## config.mk

```make
export PLATFORM = sky130hd
export DESIGN_NAME = memory_reply_record_parser_core
export DESIGN_NICKNAME = d
export VERILOG_FILES = /design/src/mrrp_pkg.sv /design/src/mrrp_byte_step.sv /design/src/memory_reply_record_parser_core.sv
export SDC_FILE = /design/constraint.sdc
export NUM_CORES = 1
export LEC_CHECK = 0
export ABC_CLOCK_PERIOD_IN_PS = 10700
export BUFFER_PORTS_ARGS = -buffer_cell sky130_fd_sc_hd__buf_2
export CAP_MARGIN = 15
export CORE_UTILIZATION = 45
export DETAILED_ROUTE_END_ITERATION = 10
export GPL_TIMING_DRIVEN = 1
export PLACE_DENSITY = 0.61
export SYNTH_ARGS = -nofsm -noshare
export SYNTH_HDL_FRONTEND = slang
export SYNTH_SLANG_ARGS = --single-unit
```

## constraint.sdc

```tcl
create_clock -name clk_i -period 10.7 [get_ports clk_i]
set_input_delay 2.675 -clock clk_i [delete_from_list [all_inputs] [get_ports clk_i]]
set_output_delay 2.675 -clock clk_i [all_outputs]
set_load 0.05 [all_outputs]
```

## src/mrrp_pkg.sv

```systemverilog
// ----------------------------------------------------------------------------
// Memory reply record parser package
// Shared types and constants for the memory-channel reply parser.
// ----------------------------------------------------------------------------
package mrrp_pkg;

  // Number of significant characters in a memory-channel reply.
  localparam logic [4:0] REC_LEN = 5'd28;

  // Characters that the parser checks for.
  localparam logic [7:0] CH_M     = 8'h4D;  // 'M'
  localparam logic [7:0] CH_R     = 8'h52;  // 'R'
  localparam logic [7:0] CH_QUERY = 8'h3F;  // '?'
  localparam logic [7:0] CH_SEMI  = 8'h3B;  // ';'
  localparam logic [7:0] CH_PLUS  = 8'h2B;  // '+'
  localparam logic [7:0] CH_MINUS = 8'h2D;  // '-'
  localparam logic [7:0] CH_0     = 8'h30;  // '0'
  localparam logic [7:0] CH_1     = 8'h31;  // '1'
  localparam logic [7:0] CH_9     = 8'h39;  // '9'
  localparam logic [7:0] CH_A     = 8'h41;  // 'A'
  localparam logic [7:0] CH_F     = 8'h46;  // 'F'
  localparam logic [7:0] CH_NUL   = 8'h00;

  // Record status codes.
  typedef enum logic [1:0] {
    STATUS_OK        = 2'd0,
    STATUS_EMPTY     = 2'd1,
    STATUS_MALFORMED = 2'd2
  } status_e;

  // Parser state carried from one character to the next.
  typedef struct packed {
    logic [4:0]  position;
    logic        bad_flag;
    logic [15:0] first_chars;
    logic [23:0] channel_acc;
    logic [29:0] freq_acc;
    logic [13:0] clar_acc;
    logic        clar_negative;
    logic [1:0]  clar_flags;    // bit 0 rx, bit 1 tx
    logic [3:0]  mode_reg;
    logic [18:0] digit_fields;  // state 18:15, tone mode 14:11, tone 10:4, shift 3:0
  } parse_state_t;

  localparam parse_state_t STATE_RESET = '0;

  // One decoded record.
  typedef struct packed {
    status_e            status;
    logic [6:0]         slot;
    logic [23:0]        channel_text;
    logic [29:0]        freq_hz;
    logic signed [14:0] clarifier_hz;
    logic               rx_clar_on;
    logic               tx_clar_on;
    logic [3:0]         op_mode;
    logic [3:0]         radio_state;
    logic [3:0]         tone_mode;
    logic [6:0]         tone_number;
    logic [3:0]         shift_digit;
  } record_t;

endpackage

```

## src/mrrp_byte_step.sv

```systemverilog
// ----------------------------------------------------------------------------
// Memory reply record parser: character step
// Folds one reply character into the parser state by its position.
// ----------------------------------------------------------------------------
module mrrp_byte_step (
  input  mrrp_pkg::parse_state_t cur_i,
  input  logic [7:0]             data_byte_i,
  output mrrp_pkg::parse_state_t nxt_o
);
  import mrrp_pkg::*;

  logic       is_dig;
  logic [3:0] digit;
  logic [6:0] tone_cur;

  assign is_dig   = (data_byte_i >= CH_0) && (data_byte_i <= CH_9);
  assign digit    = data_byte_i[3:0];
  assign tone_cur = cur_i.digit_fields[10:4];

  always_comb begin
    nxt_o = cur_i;
    if (cur_i.position < REC_LEN) begin
      if (data_byte_i == CH_NUL) begin
        nxt_o.bad_flag = 1'b1;
      end
      case (cur_i.position) inside
        // Prefix characters.
        [5'd0:5'd1]: begin
          nxt_o.first_chars = {cur_i.first_chars[7:0], data_byte_i};
          if (data_byte_i != ((cur_i.position == 5'd0) ? CH_M : CH_R)) begin
            nxt_o.bad_flag = 1'b1;
          end
        end
        // Raw channel text.
        [5'd2:5'd4]: begin
          nxt_o.channel_acc = {cur_i.channel_acc[15:0], data_byte_i};
        end
        // Frequency digits.
        [5'd5:5'd13]: begin
          if (is_dig) begin
            nxt_o.freq_acc = 30'({cur_i.freq_acc, 3'b000}) + 30'({cur_i.freq_acc, 1'b0})
                           + 30'(digit);
          end else begin
            nxt_o.bad_flag = 1'b1;
          end
        end
        5'd14: begin
          if (data_byte_i == CH_MINUS) begin
            nxt_o.clar_negative = 1'b1;
          end else if (data_byte_i != CH_PLUS) begin
            nxt_o.bad_flag = 1'b1;
          end
        end
        // Clarifier digits.
        [5'd15:5'd18]: begin
          if (is_dig) begin
            nxt_o.clar_acc = 14'({cur_i.clar_acc, 3'b000}) + 14'({cur_i.clar_acc, 1'b0})
                           + 14'(digit);
          end else begin
            nxt_o.bad_flag = 1'b1;
          end
        end
        5'd19: begin
          if (data_byte_i == CH_1) begin
            nxt_o.clar_flags[0] = 1'b1;
          end
        end
        5'd20: begin
          if (data_byte_i == CH_1) begin
            nxt_o.clar_flags[1] = 1'b1;
          end
        end
        5'd21: begin
          if ((data_byte_i >= CH_1) && (data_byte_i <= CH_9)) begin
            nxt_o.mode_reg = digit;
          end else if ((data_byte_i >= CH_A) && (data_byte_i <= CH_F)) begin
            nxt_o.mode_reg = digit + 4'd9;  // 'A' has low nibble 1
          end else begin
            nxt_o.bad_flag = 1'b1;
          end
        end
        [5'd22:5'd26]: begin
          if (!is_dig) begin
            nxt_o.bad_flag = 1'b1;
          end else if (cur_i.position == 5'd22) begin
            nxt_o.digit_fields[18:15] = cur_i.digit_fields[18:15] | digit;
          end else if (cur_i.position == 5'd23) begin
            nxt_o.digit_fields[14:11] = cur_i.digit_fields[14:11] | digit;
          end else if (cur_i.position == 5'd26) begin
            nxt_o.digit_fields[3:0] = cur_i.digit_fields[3:0] | digit;
          end else begin
            nxt_o.digit_fields[10:4] = 7'({tone_cur, 3'b000}) + 7'({tone_cur, 1'b0})
                                     + 7'(digit);
          end
        end
        default: begin
        end
      endcase
      nxt_o.position = cur_i.position + 5'd1;
    end
  end

endmodule

```

## src/memory_reply_record_parser_core.sv

```systemverilog
// ----------------------------------------------------------------------------
// Memory reply record parser core
// Parses a radio memory-channel reply, one character per transaction, into
// one decoded record per reply.
// ----------------------------------------------------------------------------
// Timing: an accepted character is held in the input register and is then
//   folded into the parser state; a final character resets the state and
//   loads the output record register, which drives the record output.
// Throughput: one character per cycle, except while a final character waits on the output.
// Reset: rst_ni clears the input and output valid flags and the parser state;
//   the block takes characters right after reset is released.
module memory_reply_record_parser_core (
  input  logic         clk_i,
  input  logic         rst_ni,
  // Input characters.
  input  logic         s_axis_tvalid,
  output logic         s_axis_tready,
  input  logic [15:0]  s_axis_tdata,   // [7:0] data_byte, [14:8] slot_number, [15] zero
  input  logic         s_axis_tlast,   // last character of the reply
  // Output records.
  output logic         m_axis_tvalid,
  input  logic         m_axis_tready,
  // [1:0] status, [8:2] slot, [32:9] channel_text, [62:33] freq_hz,
  // [77:63] clarifier_hz, [78] rx_clar_on, [79] tx_clar_on,
  // [83:80] op_mode, [87:84] radio_state, [91:88] tone_mode,
  // [98:92] tone_number, [102:99] shift_digit, [103] zero
  output logic [103:0] m_axis_tdata
);
  import mrrp_pkg::*;

  // Input register stage. It holds one character until the parser takes it.
  logic       in_vld_q;
  logic [7:0] in_byte_q;
  logic       in_last_q;
  logic [6:0] in_slot_q;

  // Parser state and the output record register.
  parse_state_t st_q, st_step;
  logic         out_vld_q;
  record_t      out_rec_q, rec_d;

  logic consume;
  logic in_acc;

  // The parser takes the held character unless it closes a reply while the
  // previous record is still waiting to be taken downstream.
  assign consume       = in_vld_q && (!in_last_q || !out_vld_q || m_axis_tready);
  assign s_axis_tready = !in_vld_q || consume;
  assign in_acc        = s_axis_tvalid && s_axis_tready;

  mrrp_byte_step u_step (
    .cur_i       (st_q),
    .data_byte_i (in_byte_q),
    .nxt_o       (st_step)
  );

  // Record for a reply that ends with the held character. Status is taken
  // from the state after that character has been folded in.
  always_comb begin
    rec_d      = '0;
    rec_d.slot = in_slot_q;
    if ((st_step.position == 5'd2) && (st_step.first_chars == {CH_QUERY, CH_SEMI})) begin
      rec_d.status = STATUS_EMPTY;
    end else if ((st_step.position >= REC_LEN) && !st_step.bad_flag
                 && (st_step.freq_acc != 30'd0)) begin
      rec_d.status = STATUS_OK;
    end else begin
      rec_d.status = STATUS_MALFORMED;
    end
    // Every field but status and slot is zero unless the reply is good.
    if (rec_d.status == STATUS_OK) begin
      rec_d.channel_text = st_step.channel_acc;
      rec_d.freq_hz      = st_step.freq_acc;
      rec_d.clarifier_hz = st_step.clar_negative ? (15'sd0 - $signed({1'b0, st_step.clar_acc}))
                                                 : $signed({1'b0, st_step.clar_acc});
      rec_d.rx_clar_on   = st_step.clar_flags[0];
      rec_d.tx_clar_on   = st_step.clar_flags[1];
      rec_d.op_mode      = st_step.mode_reg;
      rec_d.radio_state  = st_step.digit_fields[18:15];
      rec_d.tone_mode    = st_step.digit_fields[14:11];
      rec_d.tone_number  = st_step.digit_fields[10:4];
      rec_d.shift_digit  = st_step.digit_fields[3:0];
    end
  end

  // Control state: valid flags and the parser state, which returns to its
  // reset value after each final character.
  always_ff @(posedge clk_i or negedge rst_ni) begin
    if (!rst_ni) begin
      in_vld_q  <= 1'b0;
      out_vld_q <= 1'b0;
      st_q      <= STATE_RESET;
    end else begin
      if (in_acc) begin
        in_vld_q <= 1'b1;
      end else if (consume) begin
        in_vld_q <= 1'b0;
      end
      if (consume) begin
        st_q <= in_last_q ? STATE_RESET : st_step;
      end
      if (consume && in_last_q) begin
        out_vld_q <= 1'b1;
      end else if (m_axis_tready) begin
        out_vld_q <= 1'b0;
      end
    end
  end

  // Payload registers.
  always_ff @(posedge clk_i) begin
    if (in_acc) begin
      in_byte_q <= s_axis_tdata[7:0];
      in_slot_q <= s_axis_tdata[14:8];
      in_last_q <= s_axis_tlast;
    end
    if (consume && in_last_q) begin
      out_rec_q <= rec_d;
    end
  end

  assign m_axis_tvalid = out_vld_q;
  assign m_axis_tdata  = {1'b0,
                          out_rec_q.shift_digit,
                          out_rec_q.tone_number,
                          out_rec_q.tone_mode,
                          out_rec_q.radio_state,
                          out_rec_q.op_mode,
                          out_rec_q.tx_clar_on,
                          out_rec_q.rx_clar_on,
                          out_rec_q.clarifier_hz,
                          out_rec_q.freq_hz,
                          out_rec_q.channel_text,
                          out_rec_q.slot,
                          out_rec_q.status};

endmodule

```

==> run metrics, run 1 <==
outcome=complete, no violations; share of the synthesized area in the top cell type=26.30%; largest cells by area after synthesis=edfxtp_1, dfrtp_1, ha_1; Setup TNS=0 ns; hold path depth=0; Critical Path AT=6.24 ns; mapped cell area=13590 µm²; Fillers=about 2700; grt total ovfl=0; RSZ-0062 raised after global routing=false; port bufs=124; DR WL/cell=18.15 µm; CTS sink cnt=237; fin crit period=approximately 6 ns; first-pass GRT wire length=54.49 mm; Final Hold Vio Count=0; Post-Place Worst Slack=between 4 and 5 ns; Avg Inst Size Synth=10.03 µm²; Syn-to-layout area delta=13.81%; Power Density=148.3 nW/µm²; initial DRC count=758; CTS Buf Count=26; worst min-delay path class=reg -> reg; slew margin rel.=22.90%; post-layout util=between 50 and 60%; H-tree depth=1; Site Rows=63; I/O pins=about 130; detailed-route via count=between 10000 and 15000; Worst Hold End=m_axis_tdata[5]; CTS Root Cell=clkbuf_16; initial antenna violation count=0; share of cells above drive strength 1=between 10% and 20%; CP endpoint kind=register; nets=1569; top_reg_cell synth=edfxtp_1; vias in the first global route=just over 10000; worst setup skew after layout=0.009294 ns; Chip Height=175.8 µm; Clock Tree Buf Depth=3; critical path type=reg -> reg; DRC=0; hold-fix buffers at CTS=0; Period Utilization, post-route=between 50% and 60%; sequential share of the synthesized area=between 40% and 50%; worst slew pin tran=approximately 1.2 ns; Antenna Diode Count=0; largest net degree at the start of global routing=94; Max Slew Vio Count=0; max cap viols=0; Pre-Repair DR Iteration Count=5; final instance area=15460 µm²; clock transition at the registers of the reported paths=~0.060 ns; Synth Net Count=1475; CTS tree=yes; warnings from Yosys=0; Die W=175.8 µm; HP Start=in_slot_q[3]; worst reg2reg endpoint=m_axis_tdata[26]; Critical Path RT=10.94 ns; placer congestion estimate=0.8991; worst vdd ir=0.0001277 V; post-route antenna net violation count=0; most frequent cells after synthesis=nand2_1, nor2_1, edfxtp_1, dfrtp_1, a21oi_1; via/cell ratio=5.795; r2r setup slk=4.70 ns; top achievable clock speed=166.7 MHz; Worst Reg2Reg Path Length in Cells=15; Gate Count Post-Synth=between 1000 and 1500; Detailed Route WL=33.74 mm; top-count cell post-synth=nand2_1; post-DP HPWL=22.85 mm; final setup fails=0; asr flop ratio synth=49.79%; core area=29640 µm²; Worst-Skew Late Latency=0.53 ns; Initial Util=between 40 and 50%; dpl cell area=14500 µm²; Synth area leader=edfxtp_1; post-CTS resize count=0; FF+latch count, synth=237; worst r2r src=in_byte_q[3]; CP max FO=65; postcts setup bufs=0; Post-synth EDFFs=119; Die Area=30890 µm²; Leakage=6.697 nW; All-Layer GR Usage=21.87%; CP Launch Type=register; fin worst setup slack=4.701 ns; synth unique cells=77
==> kinds of logic after synthesis <==
logic type,count (synthesis),synth area share [%]
flip-flops,237,48.04
buffers and inverters,104,3.251
AO/OA/AOI/OAI,377,18.19
adder cells (fa/ha/maj),99,9.449
other,1,0.02760
XOR/XNOR,47,3.030
multiplexers,33,2.459
AND/OR/NAND/NOR,457,15.56
==> cells in the final DEF, fill, tap and decap left out, types with 5 or more instances in the layout <==
master     Yosys  routed
xnor2_1       29      29
fa_1           6       6
ha_1          93      93
a211oi_1       9       9
o31ai_1        7       7
nor2b_1        5       5
o21ai_0       84      84
dfrtp_1      118     118
a21o_1        24      24
a21oi_1      108     108
o21a_1        12      12
a31oi_1       12      12
nor3b_1        7       7
buf_4          8      18
or3_1          6       6
nand2b_1       7       7
nor3_1        25      25
and4_1         6       6
and2_1        12      12
a221oi_1       5       5
o21bai_1       5       5
a32o_1         7       7
inv_1         27      26
xor2_1        18      18
nand3_1       25      25
buf_2         11     123
a41oi_1        5       5
a22o_1        45      45
edfxtp_1     119     119
a22oi_1       17      17
bufinv_16      0       5
nand2_1      184     183
nand4_1       12      12
nor2_1       122     122
mux2i_1       30      30
and3_1        11      11
clkbuf_1      52       5
nor4_1        11      11
clkbuf_16      0      27
==> layout make-up <==
type	count	area [µm²]	share of cell area, %
well taps	390	488.0	3.156
repair buffers	142	778.2	5.033
flip-flops and latches	237	6526	42.21
clock buffers	36	749.5	4.847
multi-input cells	1014	6629	42.87
inverters	28	107.6	0.6959
clock inverters	12	183.9	1.190
==> worst max-delay path: stages (launching register included) <==
cell and delay, ns:
edfxtp_1 0.88, inv_1 0.41, fa_1 0.62, inv_1 0.07
fa_1 0.46, a21o_1 0.21, a311o_1 0.39, a31oi_2 0.32
o21ai_1 0.15, a21o_1 0.17, a221oi_1 0.56, and4b_1 0.35
nand3_1 0.13, o31ai_4 0.20, buf_4 0.56, a21oi_1 0.14
==> per-layer routing <==
layer	GRT usage [%]	share of wire [%]	vias up
met5	0	0	-
met4	5.652	2.4	0
met3	2.316	4.7	59
met2	34.47	45	294
met1	32.01	48	5251
li1	-	-	5169
==> metrics by stage <==
step	std cells	total power, mW	hold slack (ns)
5_1_grt	1859	2.379	0.4224
3_3_place_gp	1810	1.334	0.4006
3_5_place_dp	1810	1.339	0.4110
6_report	1859	2.293	0.4193
2_1_floorplan	1355	1.257	0.4003
4_1_cts	1858	2.315	0.4221
==> sequential cells by signal (all words and copies together), names as in the netlist <==
signal / count
in_byte_q: 8
in_last_q: 1
in_slot_q: 7
in_vld_q: 1
m_axis_tdata: 103
m_axis_tvalid: 1
st_q: 116
==> how the worst max path moves through the flow <==
| stage | slack, ns | depth (start not counted) | start | endpoint |
|---|---|---|---|---|
| finish | 4.70 | 15 | in_byte_q[3] | m_axis_tdata[26] |
| floorplan | 4.77 | 1 | m_axis_tready | s_axis_tready |
| global route | 4.43 | 15 | in_byte_q[3] | m_axis_tdata[26] |
| CTS | 4.73 | 15 | in_byte_q[3] | m_axis_tdata[26] |
| detailed placement | 4.72 | 15 | in_byte_q[3] | m_axis_tdata[26] |
| global placement | 4.77 | 3 | m_axis_tready | s_axis_tready |
==> power breakdown <==
group          total (mW)  leakage, nW  internal (mW)  switching, mW
Sequential           1.06         2.78           1.01         0.0480
Combinational       0.266         3.46         0.0678          0.199
Clock               0.969        0.455          0.607          0.362
Total                2.29         6.70           1.68          0.609
No activity file was read; power rests on OpenSTA's default activity.
==> run 2: changes to the inputs <==
--- a/config.mk
+++ b/config.mk
@@ -5,7 +5,7 @@
 export SDC_FILE = /design/constraint.sdc
 export NUM_CORES = 1
 export LEC_CHECK = 0
-export ABC_CLOCK_PERIOD_IN_PS = 10700
+export ABC_CLOCK_PERIOD_IN_PS = 5800
 export BUFFER_PORTS_ARGS = -buffer_cell sky130_fd_sc_hd__buf_2
 export CAP_MARGIN = 15
 export CORE_UTILIZATION = 45
==> constraint.sdc (replaced) <==
create_clock -name clk_i -period 5.8 [get_ports clk_i]
set_input_delay 1.45 -clock clk_i [delete_from_list [all_inputs] [get_ports clk_i]]
set_output_delay 1.45 -clock clk_i [all_outputs]
set_load 0.05 [all_outputs]
==> run 2 against run 1 <==
Compared with the run above:
- wire length is 0.68% higher
- critical endpoint is now m_axis_tdata[1]
- fmax up 25%
- largest cell class unchanged
- highest routed layer unchanged
- sequential cell count did not move
- via count decreased by 0.10%
- final cell count is 0.16% higher
==> run metrics, run 2 (synthesized netlist as in run 1, its figures left out) <==
fin worst setup slack=1.010 ns (-3.691 ns); I/O pins=127 (unchanged); largest register by flop count=st_q; worst vdd ir=0.0002116 V (+66%); grt total ovfl=0 (unchanged); worst r2r src=in_byte_q[3]; Clock Tree Buf Depth=3 (unchanged); hold path depth=0 (unchanged); postcts setup bufs=0 (unchanged); Max Slew Vio Count=0 (unchanged); worst reg2reg endpoint=m_axis_tdata[1]; CTS tree=yes; share of cells above drive strength 1=13.79% (+0.11 points); DR WL/cell=18.24 µm (+0.52%); CTS sink cnt=237 (unchanged); outcome=complete, no violations; worst setup skew after layout=0.01661 ns (+0.007317 ns); Fillers=2745 (+0.40%); first-pass GRT wire length=55.12 mm (+1.2%); Critical Path AT=5.17 ns (-1.07 ns); worst slew pin tran=1.061 ns (-0.09566 ns); Post-Place Worst Slack=1.022 ns (-3.701 ns); Chip Height=175.8 µm (unchanged); Antenna Diode Count=0 (unchanged); Critical Path RT=6.18 ns (-4.76 ns); CP Launch Type=register; CTS Buf Count=26 (unchanged); max cap viols=0 (unchanged); Final Hold Vio Count=0 (unchanged); Initial Util=45.84% (unchanged); final instance area=15410 µm² (-0.32%); RSZ-0062 raised after global routing=false; nets=1572 (+0.19%); M2 GR Usage=34.82% (+0.35 points); r2r setup slk=1.01 ns (-3.69 ns); Leakage=6.668 nW (-0.43%); H-tree depth=1 (unchanged); Detailed Route WL=33.97 mm (+0.68%); GR peak layer=met2; largest net degree at the start of global routing=80 (-15%); Period Utilization, post-route=82.58% (+27 points); top achievable clock speed=208.8 MHz (+25%); CP endpoint kind=register; hold-fix buffers at CTS=0 (unchanged); Die Area=30890 µm² (unchanged); port bufs=124 (unchanged); post-CTS resize count=0 (unchanged); dpl cell area=14540 µm² (+0.28%); detailed-route via count=10760 (-0.10%); max reg flops=116 (unchanged); via/cell ratio=5.780 (-0.26%); core area=29640 µm² (unchanged); Worst-Skew Late Latency=0.54 ns (about the same); initial DRC count=839 (+11%); CP max FO=65 (unchanged); Syn-to-layout area delta=13.45%; Pre-Repair DR Iteration Count=5 (unchanged); All-Layer GR Usage=22.18% (+0.31 points); placer congestion estimate=0.8827 (-1.8%); worst min-delay path class=reg -> reg; Worst Hold End=m_axis_tdata[3]; CTS Root Cell=clkbuf_16; Worst Reg2Reg Path Length in Cells=15 (unchanged); commonest non-fill, non-tap cell in the layout=nand2_1; critical path type=reg -> reg; slew margin rel.=29.02% (+6.1 points); HP Start=in_slot_q[1]; final setup fails=0 (unchanged); commonest non-fill, non-tap cells in the layout=nand2_1, buf_2, nor2_1, edfxtp_1, dfrtp_1; post-route antenna net violation count=0 (unchanged); Die W=175.8 µm (unchanged); Tot Pwr=4.054 mW (+77%); fin crit period=4.790 ns (-1.209 ns); post-DP HPWL=23.52 mm (+3.0%); Setup TNS=0 ns (unchanged); clock transition at the registers of the reported paths=0.06 ns (about the same); Power Density=263.0 nW/µm² (+77%); DRC=0 (unchanged); Site Rows=63 (unchanged); Critical path origin=in_byte_q[3]; met3 Track Usage GR=2.532% (+0.22 points); routing usage on met1=32.42% (+0.41 points); initial antenna violation count=0 (unchanged); vias in the first global route=10260 (-0.18%)
==> run 2: cell count changes in the layout (fill, tap and decap cells not counted), moves of 2 or more <==
| cell | delta |
|---|---|
| clkinv_1 | +2 |
| clkinvlp_4 | +3 |
| buf_12 | +2 |
| bufinv_16 | -4 |
==> run 2: where the power goes <==
group	leakage, nW	total (mW)	internal (mW)	switching [mW]
sequential	2.78	1.95	1.86	0.0864
clock	0.398	1.62	0.934	0.682
combinational	3.49	0.490	0.122	0.368
==> run 2: per-stage QoR <==
| stage | hold WS [ns] | utilization (%) | std cells |
|---|---|---|---|
| after floorplan | 0.4003 | - | 1355 |
| after global placement | 0.4002 | 49.06 | 1812 |
| after detailed placement | 0.4052 | 49.06 | 1812 |
| after CTS | 0.4189 | 51.89 | 1860 |
| after global routing | 0.4287 | 52.00 | 1862 |
| final | 0.4168 | 52.00 | 1862 |
==> run 2: worst max path at each step <==
stage                        to  slack, ns  cells after the start
6_report        m_axis_tdata[1]       1.01                     15
5_1_grt        m_axis_tdata[77]       0.71                     15
4_1_cts        m_axis_tdata[77]        1.0                     15
3_5_place_dp   m_axis_tdata[77]       1.02                     15
3_3_place_gp   m_axis_tdata[77]       1.05                     15
2_1_floorplan   m_axis_tdata[0]       1.45                      4
==> run 2: metal layers <==
layer,up-vias,routed length [µm]
met3,57,1715
li1,5174,-
met4,0,782
met1,5221,16000
met2,310,15480
met5,-,0
==> run 2: cell type report <==
cell class	instances	area, µm²	share of cell area [%]
Timing Repair Buffer	145	823.3	5.342
Multi-Input combinational cell	1014	6629	43.01
Sequential cell	237	6526	42.34
Clock inverter	14	106.4	0.6900
Inverter	28	107.6	0.6982
Tap cell	390	488.0	3.166
Clock buffer	34	732.0	4.749
==> run 2: critical path, cell delays in order, from the launching register on <==
cell and delay (ns):
edfxtp_1 0.34, inv_1 0.19, fa_1 0.59, inv_1 0.07, fa_1 0.45, a21o_1 0.21
a311o_1 0.40, and3_1 0.21, or3_1 0.35, a31oi_1 0.29, and4_1 0.28, and4b_1 0.28
nand3_1 0.15, o31ai_4 0.26, buf_12 0.28, nor2b_1 0.20
==> run 3: changes to the inputs <==
--- a/config.mk
+++ b/config.mk
@@ -5,13 +5,13 @@
 export SDC_FILE = /design/constraint.sdc
 export NUM_CORES = 1
 export LEC_CHECK = 0
-export ABC_CLOCK_PERIOD_IN_PS = 5800
+export ABC_CLOCK_PERIOD_IN_PS = 4100
 export BUFFER_PORTS_ARGS = -buffer_cell sky130_fd_sc_hd__buf_2
 export CAP_MARGIN = 15
 export CORE_UTILIZATION = 45
 export DETAILED_ROUTE_END_ITERATION = 10
 export GPL_TIMING_DRIVEN = 1
-export PLACE_DENSITY = 0.61
+export PLACE_DENSITY = 0.64
 export SYNTH_ARGS = -nofsm -noshare
 export SYNTH_HDL_FRONTEND = slang
 export SYNTH_SLANG_ARGS = --single-unit
==> constraint.sdc (replaced) <==
create_clock -name clk_i -period 4.1 [get_ports clk_i]
set_input_delay 1.025 -clock clk_i [delete_from_list [all_inputs] [get_ports clk_i]]
set_output_delay 1.025 -clock clk_i [all_outputs]
set_load 0.05 [all_outputs]
==> run 3 against run 2 <==
Compared with the run above:
- the run now ends with negative setup slack left
- sequential power increased by 41%
- global-route usage increased by 1.4 points
- utilization increased by 3.4 points
- die area unchanged
- final cell count increased by 4.8%
- critical endpoint is now m_axis_tdata[23]
- highest routed layer unchanged
==> run metrics, run 3 (synthesized netlist as in run 1, its figures left out) <==
fin worst setup slack=-0.1906 ns (-1.201 ns); initial DRC count=953 (+14%); first-pass GRT wire length=58.51 mm (+6.1%); outcome=complete, but fails checks; Critical Path AT=4.59 ns (-0.58 ns); worst-case hold slack=0.4186 ns (+0.001778 ns); I/O pins=127 (unchanged); worst r2r src=st_q[42]; CTS Root Cell=clkbuf_16; worst setup skew after layout=0.008945 ns (-0.007665 ns); CTS tree=yes; Final Hold Vio Count=0 (unchanged); placer congestion estimate=0.9001 (+2.0%); DR WL/cell=18.73 µm (+2.7%); worst slew pin tran=0.9899 ns (-0.07090 ns); Inst Count DP=1888 (+4.2%); RSZ-0062 raised after global routing=true; worst vdd ir=0.0002873 V (+36%); Die W=175.8 µm (unchanged); max cap viols=0 (unchanged); slew margin rel.=33.50% (+4.5 points); worst reg2reg endpoint=m_axis_tdata[23]; nets=1662 (+5.7%); Die Area=30890 µm² (unchanged); CP Launch Type=register; Detailed Route WL=36.56 mm (+7.6%); Antenna Diode Count=0 (unchanged); Pre-Repair DR Iteration Count=7 (+2); Period Utilization, post-route=104.6% (+22 points); Critical path origin=st_q[42]; crit path to=m_axis_tdata[23]; Clk pwr share=40.5% (+0.6 points); failing checks=negative setup slack; DRC=0 (unchanged); CP endpoint kind=register; largest net degree at the start of global routing=53 (-34%); top achievable clock speed=233.1 MHz (+12%); core area=29640 µm² (unchanged); Critical Path RT=4.40 ns (-1.78 ns); CTS sink cnt=237 (unchanged); Power Density=357.9 nW/µm² (+36%); NetSw=1.671 mW (+47%); final setup fails=65 (+65); vias in the first global route=11130 (+8.5%); Leakage=7.188 nW (+7.8%); Switching Fraction=28.42% (+0.38 points); share of cells above drive strength 1=22.15% (+8.4 points); r2r setup slk=-0.19 ns (-1.20 ns); Initial Util=45.84% (unchanged); Chip Height=175.8 µm (unchanged); commonest non-fill, non-tap cells in the layout=nand2_1, buf_2, edfxtp_1, dfrtp_1, a21oi_1; hold-fix buffers at CTS=0 (unchanged); critical path type=reg -> reg; Worst-Skew Late Latency=0.55 ns (about the same); Site Rows=63 (unchanged); Syn-to-layout area delta=20.90%; worst min-delay path class=reg -> reg; Max Slew Vio Count=0 (unchanged); post-DP HPWL=25.38 mm (+7.9%); Clock Tree Buf Depth=3 (unchanged); All-Layer GR Usage=23.58% (+1.4 points); port bufs=124 (unchanged); combinational power share=12.9% (+0.8 points); post-route antenna net violation count=0 (unchanged); Reg power frac=46.6% (-1.4 points); CTS Buf Count=27 (+3.8%); grt total ovfl=0 (unchanged); internal power=4.208 mW (+44%); Setup TNS=-10.11 ns (-10.11 ns); Final Non-Filler Cells=1952 (+4.8%); CP max FO=8 (-88%); commonest non-fill, non-tap cell in the layout=nand2_1; H-tree depth=1 (unchanged); detailed-route via count=11330 (+5.2%); via/cell ratio=5.802 (+0.38%); fin crit period=4.291 ns (-0.4991 ns); Worst Reg2Reg Path Length in Cells=16 (+1); clock transition at the registers of the reported paths=0.06 ns (about the same); largest register by flop count=st_q; initial antenna violation count=0 (unchanged); max reg flops=116 (unchanged)
==> run 3: cell count changes in the layout (fill, tap and decap cells not counted), sizes merged <==
cell | previous run | this run
buf | 145 | 233
bufinv | 1 | 2
clkinv | 8 | 9
clkinvlp | 4 | 3
inv | 29 | 30
==> run 3: worst min-delay path by stage <==
stage	cells after the start	end	slack, ns	startpoint
after floorplan	0	m_axis_tdata[2]	0.40	in_slot_q[0]
after global placement	0	m_axis_tdata[7]	0.40	in_slot_q[5]
after detailed placement	0	m_axis_tdata[5]	0.41	in_slot_q[3]
after CTS	0	m_axis_tdata[3]	0.42	in_slot_q[1]
after global routing	0	m_axis_tdata[6]	0.43	in_slot_q[4]
final	0	m_axis_tdata[3]	0.42	in_slot_q[1]
==> run 3: per-stage QoR <==
stage	setup slack, ns	area, µm²	util [%]	power [mW]
final	-0.1906	16420	55.42	5.878
after global routing	-0.2946	16420	55.42	6.098
after CTS	-0.1804	16150	54.48	5.921
after detailed placement	-0.2260	15150	51.11	3.534
after global placement	-0.1876	15150	51.11	3.519
after floorplan	-0.01640	13590	-	3.281
==> run 3: power by group through the flow <==
stage	clock [mW]	combinational, mW	sequential (mW)
finish	2.38	0.757	2.74
global route	2.52	0.824	2.76
CTS	2.43	0.753	2.74
detailed placement	0	0.750	2.78
floorplan	0	0.374	2.91
global placement	0	0.739	2.78
==> run 3: worst max-delay path, stage by stage, from the launching register on <==
cell and delay, ns:
dfrtp_1 0.36, inv_2 0.06, fa_1 0.54, inv_2 0.05
fa_2 0.33, a21o_1 0.20, a311o_1 0.38, and3_4 0.20
or3_4 0.40, a31oi_4 0.19, and4_4 0.23, and4b_1 0.22
nand3_2 0.12, o31ai_4 0.34, buf_12 0.20, clkbuf_16 0.17
a21oi_1 0.04
==> run 3: area by class of cell <==
class / count / area [µm²]
fillers: 2659 / 13210
inverters: 28 / 107.6
clock inverters: 16 / 157.7
repair buffers: 234 / 1578
well taps: 390 / 488.0
flip-flops and latches: 237 / 6526
multi-input cells: 1014 / 6859
clock buffers: 33 / 708.2
==> run 3: per-layer routing <==
layer / global-route usage (%) / routed length [µm] / vias to the layer above
li1: - / - / 5356
met1: 32.71 / 16770 / 5557
met2: 38.62 / 17020 / 348
met3: 2.489 / 1823 / 64
met4: 7.572 / 943 / 0
met5: 0 / 0 / -
==> run 3: what timing repair did <==
action | 4_1_cts | 5_1_grt
setup buffers | 5 | 8
pin swaps | 7 | 20
gates resized for setup | 19 | 53
gates cloned | 1 | 2
endpoints found under the setup margin | 65 | 65
